## config.mk

```make
export PLATFORM = sky130hd
export DESIGN_NAME = pulse_window_integrator
export DESIGN_NICKNAME = d
export VERILOG_FILES = /design/src/sv/pwi_pkg.sv /design/src/sv/pwi_core.sv /design/src/sv/pulse_window_integrator.sv
export SDC_FILE = /design/constraint.sdc
export NUM_CORES = 1
export LEC_CHECK = 0
export ABC_AREA = 1
export BUFFER_PORTS_ARGS = -buffer_cell sky130_fd_sc_hd__buf_4
export CELL_PAD_IN_SITES_DETAIL_PLACEMENT = 2
export CELL_PAD_IN_SITES_GLOBAL_PLACEMENT = 2
export CORE_ASPECT_RATIO = 0.5
export CORE_MARGIN = 3
export CORE_UTILIZATION = 35
export CTS_CLUSTER_DIAMETER = 150
export DETAILED_ROUTE_END_ITERATION = 10
export PLACE_DENSITY_LB_ADDON = 0.05
export SYNTH_ARGS = -nofsm -noshare
export SYNTH_HDL_FRONTEND = slang
export SYNTH_SLANG_ARGS = --single-unit
export TNS_END_PERCENT = 30
```

## constraint.sdc

```tcl
create_clock -name clk -period 4.97 [get_ports clk]
set_input_delay 0.7455 -clock clk [delete_from_list [all_inputs] [get_ports clk]]
set_output_delay 0.7455 -clock clk [all_outputs]
set_load 0.03 [all_outputs]
```

## src/sv/pwi_pkg.sv

```systemverilog
// shared widths, register indexes and result type of the pulse window integrator
package pwi_pkg;

  // fixed field widths
  localparam int SAMPLE_W   = 12;
  localparam int IDX_W      = 12;
  localparam int SUM_W      = 24;
  localparam int CHAN_W     = 4;
  localparam int RISE_W     = 3;
  localparam int CFG_DATA_W = 4;
  localparam int CFG_IDX_W  = 1;

  // parameter defaults
  localparam int DEF_MAX_SAMPLES = 4096;
  localparam int DEF_SAMPLE_BITS = 12;

  // configuration register indexes
  localparam logic [CFG_IDX_W-1:0] CFG_SEL_CHANNEL  = 1'd0;
  localparam logic [CFG_IDX_W-1:0] CFG_RISES_NEEDED = 1'd1;

  // configuration reset values
  localparam logic [CHAN_W-1:0] RST_SEL_CHANNEL  = 4'd13;
  localparam logic [RISE_W-1:0] RST_RISES_NEEDED = 3'd3;

  // one result word
  typedef struct packed {
    logic [SUM_W-1:0] pulse_integral;
    logic [IDX_W-1:0] leading_index;
    logic [IDX_W-1:0] trailing_index;
    logic             leading_found;
    logic             trailing_found;
  } pwi_result_t;

endpackage

```

## src/sv/pwi_core.sv

```systemverilog
// per-record edge search and window sum for the selected channel
module pwi_core #(
  parameter int MAX_SAMPLES = pwi_pkg::DEF_MAX_SAMPLES
) (
  input  logic                         clk,
  input  logic                         rst_n,
  input  logic                         step,
  input  logic [pwi_pkg::SAMPLE_W-1:0] sample,
  input  logic                         last,
  input  logic [pwi_pkg::RISE_W-1:0]   rises_needed,
  output pwi_pkg::pwi_result_t         result
);
  import pwi_pkg::*;

  localparam int INDEX_LIMIT_I = ((MAX_SAMPLES - 1) < 4095) ? (MAX_SAMPLES - 1) : 4095;
  localparam logic [IDX_W-1:0] INDEX_LIMIT = IDX_W'(INDEX_LIMIT_I);
  localparam logic [RISE_W-1:0] RISE_MAX = '1;

  typedef enum logic [1:0] {
    PH_LEAD  = 2'd0,
    PH_TRAIL = 2'd1,
    PH_DONE  = 2'd2
  } phase_t;

  phase_t              phase_r, phase_upd, phase_nxt;
  logic [IDX_W-1:0]    idx_r, idx_upd, idx_nxt;
  logic [SAMPLE_W-1:0] prev_r, prev_nxt;
  logic [RISE_W-1:0]   rise_cnt_r, rise_cnt_upd, rise_cnt_nxt;
  logic [IDX_W-1:0]    start_idx_r, start_idx_upd, start_idx_nxt;
  logic [SAMPLE_W-1:0] start_val_r, start_val_upd, start_val_nxt;
  logic [IDX_W-1:0]    end_idx_r, end_idx_upd, end_idx_nxt;
  logic [SUM_W-1:0]    sum_r, sum_upd, sum_nxt;

  logic [RISE_W-1:0]   need;
  logic [RISE_W-1:0]   rise_inc;
  logic [SAMPLE_W-1:0] diff;
  logic [SAMPLE_W+2:0] diff_x5;
  logic                is_rise;
  logic [SUM_W:0]      sum_ext;
  logic                lead_found, trail_found;

  // relative rise test: 5*(next-cur) > cur
  assign need     = (rises_needed == '0) ? RISE_W'(1) : rises_needed;
  assign rise_inc = (rise_cnt_r == RISE_MAX) ? RISE_MAX : rise_cnt_r + RISE_W'(1);
  assign diff     = sample - prev_r;
  assign diff_x5  = ({3'b000, diff} << 2) + {3'b000, diff};
  assign is_rise  = (sample > prev_r) && (diff_x5 > {3'b000, prev_r});
  assign sum_ext  = {1'b0, sum_r} + (SUM_W+1)'(sample);

  // edge search step
  always_comb begin
    phase_upd     = phase_r;
    idx_upd       = idx_r;
    rise_cnt_upd  = rise_cnt_r;
    start_idx_upd = start_idx_r;
    start_val_upd = start_val_r;
    end_idx_upd   = end_idx_r;
    sum_upd       = sum_r;
    unique case (phase_r)
      PH_LEAD: begin
        if (idx_r >= IDX_W'(2)) begin
          if (is_rise) begin
            rise_cnt_upd = rise_inc;
            if (rise_inc >= need) begin
              phase_upd     = PH_TRAIL;
              start_idx_upd = idx_r - IDX_W'(1);
              start_val_upd = prev_r;
              sum_upd       = SUM_W'(prev_r) + SUM_W'(sample);
            end
          end else begin
            rise_cnt_upd = '0;
          end
        end
      end
      PH_TRAIL: begin
        sum_upd = sum_ext[SUM_W] ? '1 : sum_ext[SUM_W-1:0];
        if (sample < start_val_r) begin
          end_idx_upd = idx_r;
          phase_upd   = PH_DONE;
        end
      end
      default: ;
    endcase
    if (idx_r < INDEX_LIMIT) begin
      idx_upd = idx_r + IDX_W'(1);
    end
  end

  // result word from the updated record state
  always_comb begin
    lead_found = (phase_upd != PH_LEAD);
    trail_found = (phase_upd != PH_LEAD) && (phase_upd != PH_TRAIL);
    result.pulse_integral = (lead_found && trail_found) ? sum_upd : '0;
    result.leading_index  = lead_found ? start_idx_upd : '0;
    result.trailing_index = trail_found ? end_idx_upd : '0;
    result.leading_found  = lead_found;
    result.trailing_found = trail_found;
  end

  // next state: hold, advance, or clear at record end
  always_comb begin
    phase_nxt     = phase_r;
    idx_nxt       = idx_r;
    prev_nxt      = prev_r;
    rise_cnt_nxt  = rise_cnt_r;
    start_idx_nxt = start_idx_r;
    start_val_nxt = start_val_r;
    end_idx_nxt   = end_idx_r;
    sum_nxt       = sum_r;
    if (step) begin
      if (last) begin
        phase_nxt     = PH_LEAD;
        idx_nxt       = '0;
        prev_nxt      = '0;
        rise_cnt_nxt  = '0;
        start_idx_nxt = '0;
        start_val_nxt = '0;
        end_idx_nxt   = '0;
        sum_nxt       = '0;
      end else begin
        phase_nxt     = phase_upd;
        idx_nxt       = idx_upd;
        prev_nxt      = sample;
        rise_cnt_nxt  = rise_cnt_upd;
        start_idx_nxt = start_idx_upd;
        start_val_nxt = start_val_upd;
        end_idx_nxt   = end_idx_upd;
        sum_nxt       = sum_upd;
      end
    end
  end

  // record state registers
  always_ff @(posedge clk) begin
    if (!rst_n) begin
      phase_r     <= PH_LEAD;
      idx_r       <= '0;
      prev_r      <= '0;
      rise_cnt_r  <= '0;
      start_idx_r <= '0;
      start_val_r <= '0;
      end_idx_r   <= '0;
      sum_r       <= '0;
    end else begin
      phase_r     <= phase_nxt;
      idx_r       <= idx_nxt;
      prev_r      <= prev_nxt;
      rise_cnt_r  <= rise_cnt_nxt;
      start_idx_r <= start_idx_nxt;
      start_val_r <= start_val_nxt;
      end_idx_r   <= end_idx_nxt;
      sum_r       <= sum_nxt;
    end
  end

endmodule

```

## src/sv/pulse_window_integrator.sv

```systemverilog
// top level: configuration registers, channel filter and result register
//
// Input channel: one digitizer sample word per accepted cycle (value, channel
// tag, last-sample mark). Words of channels other than the selected one are
// accepted and dropped, last-sample mark included.
// Output channel: one result word per record of the selected channel, given
// for the word carrying the last-sample mark: window sum, leading and
// trailing edge indices and their found flags.
// Latency: the result is valid in the cycle after the last sample is taken.
// Throughput: one sample word per clock; the only stored stage on the data
// path is the result register, so in_stall rises only while a result is
// held and out_stall is high.
// Configuration: cfg_we writes selected_channel (index 0) or rises_needed
// (index 1); write only while the block is idle.
// Reset (rst_n low, synchronous): selected_channel 13, rises_needed 3,
// record state cleared, result register empty.
module pulse_window_integrator #(
  parameter int MAX_SAMPLES = pwi_pkg::DEF_MAX_SAMPLES,
  parameter int SAMPLE_BITS = pwi_pkg::DEF_SAMPLE_BITS
) (
  input  logic                           clk,
  input  logic                           rst_n,
  input  logic                           in_valid,
  output logic                           in_stall,
  input  logic [pwi_pkg::SAMPLE_W-1:0]   in_sample_value,
  input  logic [pwi_pkg::CHAN_W-1:0]     in_channel_tag,
  input  logic                           in_last_sample,
  output logic                           out_valid,
  input  logic                           out_stall,
  output logic [pwi_pkg::SUM_W-1:0]      out_pulse_integral,
  output logic [pwi_pkg::IDX_W-1:0]      out_leading_index,
  output logic [pwi_pkg::IDX_W-1:0]      out_trailing_index,
  output logic                           out_leading_found,
  output logic                           out_trailing_found,
  input  logic                           cfg_we,
  input  logic [pwi_pkg::CFG_IDX_W-1:0]  cfg_index,
  input  logic [pwi_pkg::CFG_DATA_W-1:0] cfg_data
);
  import pwi_pkg::*;

  localparam int MASK_I = (SAMPLE_BITS >= SAMPLE_W) ? ((1 << SAMPLE_W) - 1)
                                                    : ((1 << SAMPLE_BITS) - 1);
  localparam logic [SAMPLE_W-1:0] SAMPLE_MASK = SAMPLE_W'(MASK_I);

  logic [CHAN_W-1:0] sel_channel_r;
  logic [RISE_W-1:0] rises_needed_r;
  logic              out_valid_r;
  pwi_result_t       out_res_r;
  pwi_result_t       core_res;
  logic              in_take;
  logic              step;

  // handshake and channel filter
  assign in_stall = out_valid_r && out_stall;
  assign in_take  = in_valid && !in_stall;
  assign step     = in_take && (in_channel_tag == sel_channel_r);

  // configuration registers
  always_ff @(posedge clk) begin
    if (!rst_n) begin
      sel_channel_r  <= RST_SEL_CHANNEL;
      rises_needed_r <= RST_RISES_NEEDED;
    end else if (cfg_we) begin
      unique case (cfg_index)
        CFG_SEL_CHANNEL:  sel_channel_r  <= cfg_data[CHAN_W-1:0];
        CFG_RISES_NEEDED: rises_needed_r <= cfg_data[RISE_W-1:0];
        default: ;
      endcase
    end
  end

  pwi_core #(
    .MAX_SAMPLES (MAX_SAMPLES)
  ) u_core (
    .clk          (clk),
    .rst_n        (rst_n),
    .step         (step),
    .sample       (in_sample_value & SAMPLE_MASK),
    .last         (in_last_sample),
    .rises_needed (rises_needed_r),
    .result       (core_res)
  );

  // result register valid flag
  always_ff @(posedge clk) begin
    if (!rst_n) begin
      out_valid_r <= 1'b0;
    end else if (step && in_last_sample) begin
      out_valid_r <= 1'b1;
    end else if (!out_stall) begin
      out_valid_r <= 1'b0;
    end
  end

  // result register payload
  always_ff @(posedge clk) begin
    if (step && in_last_sample) begin
      out_res_r <= core_res;
    end
  end

  assign out_valid          = out_valid_r;
  assign out_pulse_integral = out_res_r.pulse_integral;
  assign out_leading_index  = out_res_r.leading_index;
  assign out_trailing_index = out_res_r.trailing_index;
  assign out_leading_found  = out_res_r.leading_found;
  assign out_trailing_found = out_res_r.trailing_found;

`ifndef SYNTHESIS
  // a trailing edge is only searched for after a leading edge
  a_trail_needs_lead: assert property (@(posedge clk) disable iff (!rst_n)
    out_valid && out_trailing_found |-> out_leading_found)
    else $error("trailing edge reported without leading edge");

  // a missing edge gives an empty window
  a_no_edge_no_sum: assert property (@(posedge clk) disable iff (!rst_n)
    out_valid && !out_trailing_found |-> out_pulse_integral == '0)
    else $error("nonzero integral without both edges");

  // the trailing edge lies after the leading edge
  a_edge_order: assert property (@(posedge clk) disable iff (!rst_n)
    out_valid && out_trailing_found |-> out_trailing_index > out_leading_index)
    else $error("trailing index not after leading index");

  // a held result blocks the input side
  a_stall_when_held: assert property (@(posedge clk) disable iff (!rst_n)
    out_valid && out_stall |-> in_stall)
    else $error("input taken while result is held");
`endif

endmodule
```

==> impl_metrics.ini, run 1 <==
[setup_path]
critical_path_buf_inv_count = 9
critPathKind = input port to flip-flop
cp_data_required_time_ns = 5.31
r2r_setup_slack_ns = 0.20
crit_family = simple AND/OR/NAND/NOR gates
worst_path_most_repeated_cell = nand2_2
max_stage_delay_ns = 0.37
cp_data_arrival_time_ns = 5.20
worstRegToRegCells = 33
r2r_start = u_core.prev_r[0]
crit_fanout = 6
r2r_end = u_core.start_val_r[3]
worst_setup_path_start_kind = input port
cp-end-kind = flip-flop
critPathSlowestCell = fa_2

[route]
drtAntennaViolNets = 0
drt-pass1-iter-count = 4
routed_wl_um = 38850
via_per_inst = 5.235
drc = 0
wire_per_inst_um = 20.19
drt_iter0_drc = 476
num_vias = 10070

[timing]
finClkSkew_ns = 0.01151
worstMarginPinSlew_ns = 1.153
fin_crit_sh_pct = 97.78
fmax_mhz = 205.8
maxSlewViolCount = 0
hold_ws_ns = 0.4730
max_slew_margin_pct = 23.14
finalSetupViolCount = 0
hold_violations = 0
fin_crit_ns = 4.860

[hold_path]
hold_path.class = flip-flop to flip-flop
hp-start = u_core.end_idx_r[2]
hold_end = u_core.end_idx_r[2]
min_path_cells = 2

[yosys]
synthTopCellsByArea = dfxtp_1, edfxtp_1, nand2_1
synth_seq_cells = 147
yosysSeqAreaShare_pct = 34.11
ys_types = 52
yosysTopAreaCellShare_pct = 19.24
yosysWarningCount = 0
async_reset_ff_share_pct = 0
yosysTopAreaCell = dfxtp_1
avgSynthCellArea_um2 = 7.293
syn-num-nets = 1490
synth_edf_count = 50
ys.flop_type = dfxtp_1
synthesis.instances = 1384
syn-cell-area_um2 = 10090

[clocking]
cts.sinks = 147
worstSkewPairLatency_ns = 0.44
numCtsBuffers = 17
h-tree-depth = 4
path_clk_slew_ns = 0.06
clockBufferDepth = 2
cts_root_buffer = clkbuf_16
cts_tree = yes

[global_route]
grt.overflow.total = 0
grt_pass1_vias = 11100
grt_use_total_pct = 24.54
grt_pass1_wl_um = 59950
grt_max_degree = 79
antenna_found_initial = 0

[layout]
layout_commonest_cell = nand2_1
post-route-util_pct = 45.62
fin_nets = 1635
layout-area-overhead-vs-synth_pct = 26.69
layout_common_cells = nand2_1, buf_4, inv_1
drive_gt1_share_pct = 23.09
fillers = 3203
antennaDiodeCount = 0

[pwr]
powerDensity_nw_per_um2 = 260.8
cellLeakagePower_nw = 5.263
peakVddDrop_v = 0.0002458

[floorplan]
boundaryPins = 79
core_um2 = 28030
initial_core_util_pct = 36.01
dieArea_um2 = 31040
rows = 43
die_h_um = 126.1
die-width_um = 246.2

[outcome]
outcome = finished clean

[placed_design]
hpwl_um = 28210
place.gp.congestion = 0.8579
io_buffers = 78

[job]
drv_cap = 0
-- worst max path at each step --
stage / start / endpoint / slack, ns / depth (start not counted)
3_3_place_gp: in_sample_value[0] / out_leading_index[11] / -0.15 / 28
2_1_floorplan: in_sample_value[0] / out_leading_index[10] / 0.33 / 32
6_report: in_sample_value[0] / u_core.start_val_r[3] / 0.11 / 35
4_1_cts: u_core.prev_r[2] / u_core.start_val_r[3] / 0.02 / 33
3_5_place_dp: in_sample_value[0] / u_core.start_val_r[3] / -0.44 / 35
5_1_grt: in_sample_value[0] / u_core.start_val_r[4] / -0.12 / 34
-- worst min-delay path: stages (launching register included) --
cell and delay (ns):
dfxtp_1 0.31, nand2_1 0.06, a21oi_1 0.06
-- metrics by stage --
stage / total power, mW / setup TNS, ns / cells / area, um^2 / worst slack [ns]
floorplan: 1.629 / 0 / 1384 / 10090 / 0.3270
global placement: 1.840 / -5.209 / 1879 / 11700 / -0.1515
detailed placement: 1.879 / -25.74 / 1879 / 11700 / -0.4422
CTS: 3.280 / 0 / 1911 / 12340 / 0.02379
global route: 3.498 / -1.857 / 1924 / 12790 / -0.1173
finish: 3.335 / 0 / 1924 / 12790 / 0.1104
-- synthesized netlist by cell type, types with 2 or more instances --
cell       number
nand3_1        76
buf_4           5
nor3_1         16
ha_1           75
nand2_2        17
dfxtp_1        97
o2111ai_1       2
inv_1         153
buf_6           3
nand3b_1        2
inv_2           3
nand4_1        12
nor2_2          2
mux2i_1         3
and3_1          2
edfxtp_1       50
a31oi_1        14
xor2_1         32
o21bai_1        5
or2_2          13
buf_2           9
o21ai_1        12
nand2_1       379
fa_1            4
nor4_1          8
a221oi_1        2
nor2_1         96
clkinv_1        2
xnor2_1        10
a21oi_1       127
o31ai_1         2
nand3_2         3
nor3b_1         2
o21ai_0        49
o211ai_2        8
nand2_4        13
clkbuf_1       32
o211ai_1        9
a21oi_2        22
-- what timing repair did --
| item | 4_1_cts | 5_1_grt |
|---|---|---|
| cloned | 0 | 2 |
| gates resized for setup | 5 | 69 |
| setup buffers | 0 | 11 |
| pin swaps | 1 | 30 |
| hold buffers | 0 | 0 |
| setup endpoints to repair | 20 | 85 |
-- registers in the layout, indices dropped and copies added (netlist names) --
register            count
u_core.rise_cnt_r       3
rises_needed_r          3
out_leading_index      12
out_trailing_found      1
u_core.phase_r          2
out_trailing_index     12
u_core.start_idx_r     12
out_leading_found       1
out_pulse_integral     24
u_core.sum_r           24
u_core.start_val_r     12
sel_channel_r           4
out_valid               1
u_core.idx_r           12
u_core.prev_r          12
u_core.end_idx_r       12
-- per-layer routing --
layer | track usage [%] | routed length, um | up-vias
met3 | 3.298 | 911 | 38
met4 | 5.338 | 607 | 0
met2 | 46.06 | 20680 | 94
met5 | 0 | 0 | -
li1 | - | - | 4851
met1 | 29.81 | 16650 | 5089
-- area by class of cell --
cell class | instances | area, um^2 | share of cell area, %
Multi-Input combinational cell | 1029 | 6127 | 47.92
Tap cell | 382 | 478.0 | 3.738
Clock inverter | 13 | 182.7 | 1.429
Sequential cell | 147 | 3456 | 27.03
Inverter | 158 | 593.1 | 4.638
Clock buffer | 19 | 432.9 | 3.386
Timing Repair Buffer | 176 | 1518 | 11.87
-- where the power goes --
group / internal, mW / leakage [nW] / total (mW) / switching [mW]
Clock: 0.840 / 0.291 / 1.38 / 0.543
Combinational: 0.286 / 3.80 / 0.698 / 0.412
Sequential: 1.25 / 1.17 / 1.25 / 0.00681
Total: 2.37 / 5.26 / 3.33 / 0.962
-- logic make-up (layout without fill, tap and decap cells) --
family          Yosys count  after routing  synth area share, %
compound gates          259            259                15.17
xor+xnor                 42             42                3.644
fa+ha+maj                79             79                10.09
buf+inv                 208            366                8.417
flops                   147            147                34.11
mux                       3              3               0.2975
simple gates            646            646                28.26
No activity file was read; power rests on OpenSTA's default activity.
==> run 2: changes to the inputs <==
--- a/config.mk
+++ b/config.mk
@@ -14,7 +14,7 @@
 export CORE_UTILIZATION = 35
 export CTS_CLUSTER_DIAMETER = 150
 export DETAILED_ROUTE_END_ITERATION = 10
-export PLACE_DENSITY_LB_ADDON = 0.05
+export PLACE_DENSITY = 0.87
 export SYNTH_ARGS = -nofsm -noshare
 export SYNTH_HDL_FRONTEND = slang
 export SYNTH_SLANG_ARGS = --single-unit
==> constraint.sdc (replaced) <==
create_clock -name clk -period 4.6 [get_ports clk]
set_input_delay 0.69 -clock clk [delete_from_list [all_inputs] [get_ports clk]]
set_output_delay 0.69 -clock clk [all_outputs]
set_load 0.03 [all_outputs]
==> run 2 against run 1 <==
Net effect:
- the flow now finishes with violations (setup timing)
- worst setup slack worse by 0.54 ns
- flip-flop and latch count unchanged
- critical path depth down 4
- critical path type is now flip-flop to flip-flop
- largest cell class unchanged
- highest routed layer is now met5
==> impl_metrics.ini, run 2 (synthesized netlist as in run 1, its figures left out) <==
[global_route]
antenna_found_initial = 1
grt_use_total_pct = 38.35
grt_pass1_wl_um = 89370
grt_max_degree = 79
grt_pass1_vias = 13440
grt.overflow.total = 0

[layout]
final_cell_area_um2 = 14110
antennaDiodeCount = 0
fin_nets = 1712
layoutNonFillerInstCount = 2001
layout-area-overhead-vs-synth_pct = 39.79
layout_commonest_cell = nand2_1
drive_gt1_share_pct = 34.59
layout_common_cells = nand2_1, buf_4, inv_1

[floorplan]
core_um2 = 28030
rows = 43
boundaryPins = 79
die_h_um = 126.1
initial_core_util_pct = 36.01
die-width_um = 246.2
dieArea_um2 = 31040

[timing]
layout_setup_ws_ns = -0.4263
fin_crit_ns = 5.026
fmax_mhz = 199.0
finalSetupViolCount = 86
worstMarginPinSlew_ns = 1.319
hold_ws_ns = 0.4614
fin_crit_sh_pct = 109.3
hold_violations = 0
grt_setup_unrepaired = yes
maxSlewViolCount = 0
max_slew_margin_pct = 11.24
finClkSkew_ns = 0.02590

[route]
drtAntennaViolNets = 0
via_per_inst = 6.462
routed_wl_um = 71250
wire_per_inst_um = 35.60
drt_iter0_drc = 1402
drc = 0
num_vias = 12930
drt-pass1-iter-count = 8

[clocking]
cts_tree = yes
path_clk_slew_ns = 0.08
cts.sinks = 147
worstSkewPairLatency_ns = 0.47
h-tree-depth = 4
cts_root_buffer = clkbuf_16
numCtsBuffers = 17
cts_hold_buf = 0
clockBufferDepth = 2

[setup_path]
worst_path_most_repeated_cell = nand2_1
r2r_end = u_core.start_idx_r[0]
crit_family = simple AND/OR/NAND/NOR gates
r2r_start = u_core.prev_r[6]
critPathKind = flip-flop to flip-flop
max_stage_delay_ns = 0.41
worstRegToRegCells = 31
cp_data_arrival_time_ns = 5.29
critical_path_buf_inv_count = 7
critPathSlowestCell = dfxtp_1
worst_setup_path_start_kind = flip-flop
cp-end-kind = flip-flop
cp_data_required_time_ns = 4.87
crit_fanout = 7
r2r_setup_slack_ns = -0.43

[hold_path]
hold_path.class = input port to flip-flop
hold_end = rises_needed_r[0]
hp-start = cfg_data[0]
min_path_cells = 3

[pwr]
peakVddDrop_v = 0.0002761
powerDensity_nw_per_um2 = 271.5
cellLeakagePower_nw = 5.856

[placed_design]
io_buffers = 78
place.gp.congestion = 0.8394
hpwl_um = 34290
place_area_um2 = 11970
dpl.cell_count = 1928
dp_slack_ns = -0.9946

[outcome]
outcome = finished, violations left
violations = setup timing

[job]
drv_cap = 0
==> run 2: worst min-delay path, delay by kind of cell <==
family	cells	cell delay, ns
and+or+nand+nor	2	0.11
buffers and inverters	1	0.09
==> run 2: layout make-up <==
type | instances | area (um^2)
fill | 3143 | 13920
multi-input combinational | 1029 | 6863
sequential | 147 | 3455
timing repair buffer | 252 | 2142
inverter | 158 | 623.1
tap | 382 | 478.0
clock buffer | 17 | 425.4
clock inverter | 15 | 107.6
timing repair inverter | 1 | 16.27
==> run 2: worst max path at each step <==
| stage | slack (ns) | cells past startpoint | endpoint | startpoint |
|---|---|---|---|---|
| detailed placement | -0.99 | 33 | u_core.sum_r[8] | in_sample_value[0] |
| global route | -0.55 | 31 | u_core.start_idx_r[0] | u_core.prev_r[6] |
| floorplan | 0.01 | 32 | out_leading_index[10] | in_sample_value[0] |
| finish | -0.43 | 31 | u_core.start_idx_r[0] | u_core.prev_r[6] |
| global placement | -0.70 | 28 | u_core.sum_r[8] | in_sample_value[0] |
| CTS | -0.03 | 35 | u_core.sum_r[17] | in_sample_value[0] |
==> run 2: per-layer routing <==
| metal | global-route usage [%] | vias up | wire [um] |
|---|---|---|---|
| met5 | 0 | - | 13 |
| met4 | 25.30 | 2 | 6364 |
| met3 | 8.660 | 477 | 5739 |
| met2 | 65.93 | 1027 | 33150 |
| met1 | 42.85 | 6424 | 25980 |
| li1 | - | 5000 | - |
==> run 2: metrics by stage <==
step           power [mW]  setup TNS [ns]  utilization [%]
2_1_floorplan       1.760               0                -
3_3_place_gp        2.007          -36.59            42.69
3_5_place_dp        2.084          -66.05            42.69
4_1_cts             3.492         -0.1699            46.22
5_1_grt             3.892          -30.70            50.34
6_report            3.830          -18.96            50.34
==> run 2: report_power, final <==
group	internal, mW	switching, mW
clock	0.694	0.741
sequential	1.35	0.0107
combinational	0.402	0.636
==> run 2: what timing repair did <==
| action | in CTS | in global routing |
|---|---|---|
| pin swaps | 21 | 65 |
| setup endpoints to repair | 88 | 89 |
| cloned | 1 | 4 |
| setup buffers | 6 | 32 |
| gates resized for setup | 80 | 206 |
==> run 3: changes to the inputs <==
==> constraint.sdc (replaced) <==
create_clock -name clk -period 4.6 [get_ports clk]
set_input_delay 0.46 -clock clk [delete_from_list [all_inputs] [get_ports clk]]
set_output_delay 0.46 -clock clk [all_outputs]
set_load 0.03 [all_outputs]
==> run 3 against run 2 <==
Net effect:
- the run ends with capacitance limit, slew limit, setup timing left
- routed wire length is 1.2% lower
- core utilization is 1.3 points lower
- clock-buffer cell count is 1 higher
- worst setup slack worse by 0.28 ns
- register-to-register slack worse by 0.28 ns
- non-clock buffer count is 39 lower
==> impl_metrics.ini, run 3 (synthesized netlist as in run 1, its figures left out) <==
[outcome]
outcome = finished, violations left
violations = capacitance limit, slew limit, setup timing

[global_route]
use_met1_pct = 42.89
grt_max_degree = 79
grt_use_total_pct = 40.29
met2_usage_pct = 71.48
grt_pass1_wl_um = 93030
top_usage_layer = met2
antenna_found_initial = 3
grt_use_met3_pct = 8.787
grt_pass1_vias = 13750
grt.overflow.total = 0

[pwr]
fin_total_pwr_mw = 4.120
cellLeakagePower_nw = 5.620
peakVddDrop_v = 0.0003001
powerDensity_nw_per_um2 = 299.6

[placed_design]
dp_slack_ns = -0.8529
io_buffers = 78
hpwl_um = 33320
place.gp.congestion = 0.8469

[route]
via_per_inst = 6.435
drtAntennaViolNets = 0
drt_iter0_drc = 1329
drt-pass1-iter-count = 6
wire_per_inst_um = 35.88
routed_wl_um = 70370
drc = 0
num_vias = 12620

[setup_path]
worst_setup_path_start_kind = flip-flop
cp_data_arrival_time_ns = 5.49
startpoint = u_core.prev_r[0]
cp-end-kind = flip-flop
cp_data_required_time_ns = 4.79
r2r_start = u_core.prev_r[0]
critPathKind = flip-flop to flip-flop
crit_fanout = 7

[clocking]
numCtsBuffers = 17
clockBufferDepth = 2
cts_tree = yes
cts.sinks = 147
h-tree-depth = 4
worstSkewPairLatency_ns = 0.48
cts_hold_buf = 0
path_clk_slew_ns = 0.08
cts_root_buffer = clkbuf_16

[timing]
setup_tns_ns = -28.54
hold_violations = 0
grt_setup_unrepaired = yes
worstMarginPinSlew_ns = 1.588
fmax_mhz = 188.6
layout_setup_ws_ns = -0.7026
finalSetupViolCount = 88
finClkSkew_ns = 0.01939
fin_crit_ns = 5.303
max_slew_margin_pct = -6.871
maxSlewViolCount = 3
fin_crit_sh_pct = 115.3

[floorplan]
rows = 43
dieArea_um2 = 31040
initial_core_util_pct = 36.01
boundaryPins = 79
die_h_um = 126.1
die-width_um = 246.2
core_um2 = 28030

[layout]
post-route-util_pct = 49.06
fillers = 3095
layout_commonest_cell = nand2_1
layout_common_cells = nand2_1, buf_4, inv_1
antennaDiodeCount = 0
fin_nets = 1672
layout-area-overhead-vs-synth_pct = 36.23
drive_gt1_share_pct = 32.17

[hold_path]
hp-start = cfg_data[0]
hold_path.class = input port to flip-flop

[job]
drv_cap = 1
==> run 3: through the flow <==
step / hold WS, ns / area (um^2) / instances
3_5_place_dp: 0.4602 / 11810 / 1906
5_1_grt: 0.2487 / 13750 / 1961
2_1_floorplan: 0.4357 / 10090 / 1384
3_3_place_gp: 0.4463 / 11810 / 1906
4_1_cts: 0.2361 / 13100 / 1953
6_report: 0.2418 / 13750 / 1961
==> run 3: per-layer routing <==
metal	vias to the layer above	share of wire (%)
met5	-	0.018
met4	2	9.5
met3	455	7.9
met2	1019	47
met1	6220	36
li1	4924	-
==> run 3: final timing paths <==
kind / end / slack, ns / cells after the start
min: rises_needed_r[0] / 0.24 / 3
max reg2reg: out_pulse_integral[2] / -0.70 / 26
min reg2reg: u_core.start_val_r[1] / 0.48 / 2
max: out_pulse_integral[2] / -0.70 / 26
==> run 3: cell type report <==
| cell class | count | area, um^2 | area share [%] |
|---|---|---|---|
| inverter | 158 | 608.1 | 4.422 |
| timing repair buffer | 213 | 1725 | 12.55 |
| clock buffer | 18 | 439.2 | 3.194 |
| clock inverter | 14 | 221.5 | 1.611 |
| sequential | 147 | 3456 | 25.13 |
| multi-input combinational | 1029 | 6823 | 49.62 |
| tap | 382 | 478.0 | 3.476 |
==> run 3: report_power, final <==
group	switching, mW	internal (mW)
Combinational	0.640	0.403
Clock	0.732	0.988
Sequential	0.0109	1.35
==> run 3: worst max-delay path, stage by stage (launching register included) <==
cell and delay [ns]:
dfxtp_2 0.35, ha_4 0.16, fa_2 0.39, xnor2_2 0.28
buf_4 0.18, buf_4 0.12, ha_4 0.22, a21oi_2 0.20
buf_4 0.15, xor2_1 0.16, inv_1 0.08, ha_1 0.30
nand2_1 0.10, inv_1 0.10, nand4_1 0.11, o211ai_1 0.19
a21oi_2 0.10, o21bai_1 0.20, nand2_1 0.13, nand3_2 0.13
nor2_4 0.07, nor2_4 0.18, nand4_4 0.17, buf_8 0.23
nor2_1 0.15, nor2_2 0.08, a21oi_2 0.49
==> run 3: what timing repair did <==
action                     4_1_cts  5_1_grt
setup endpoints to repair       89       88
setup buffers                   14        8
resized for setup              110      135
cloned                           1        0
pin swaps                       44       52
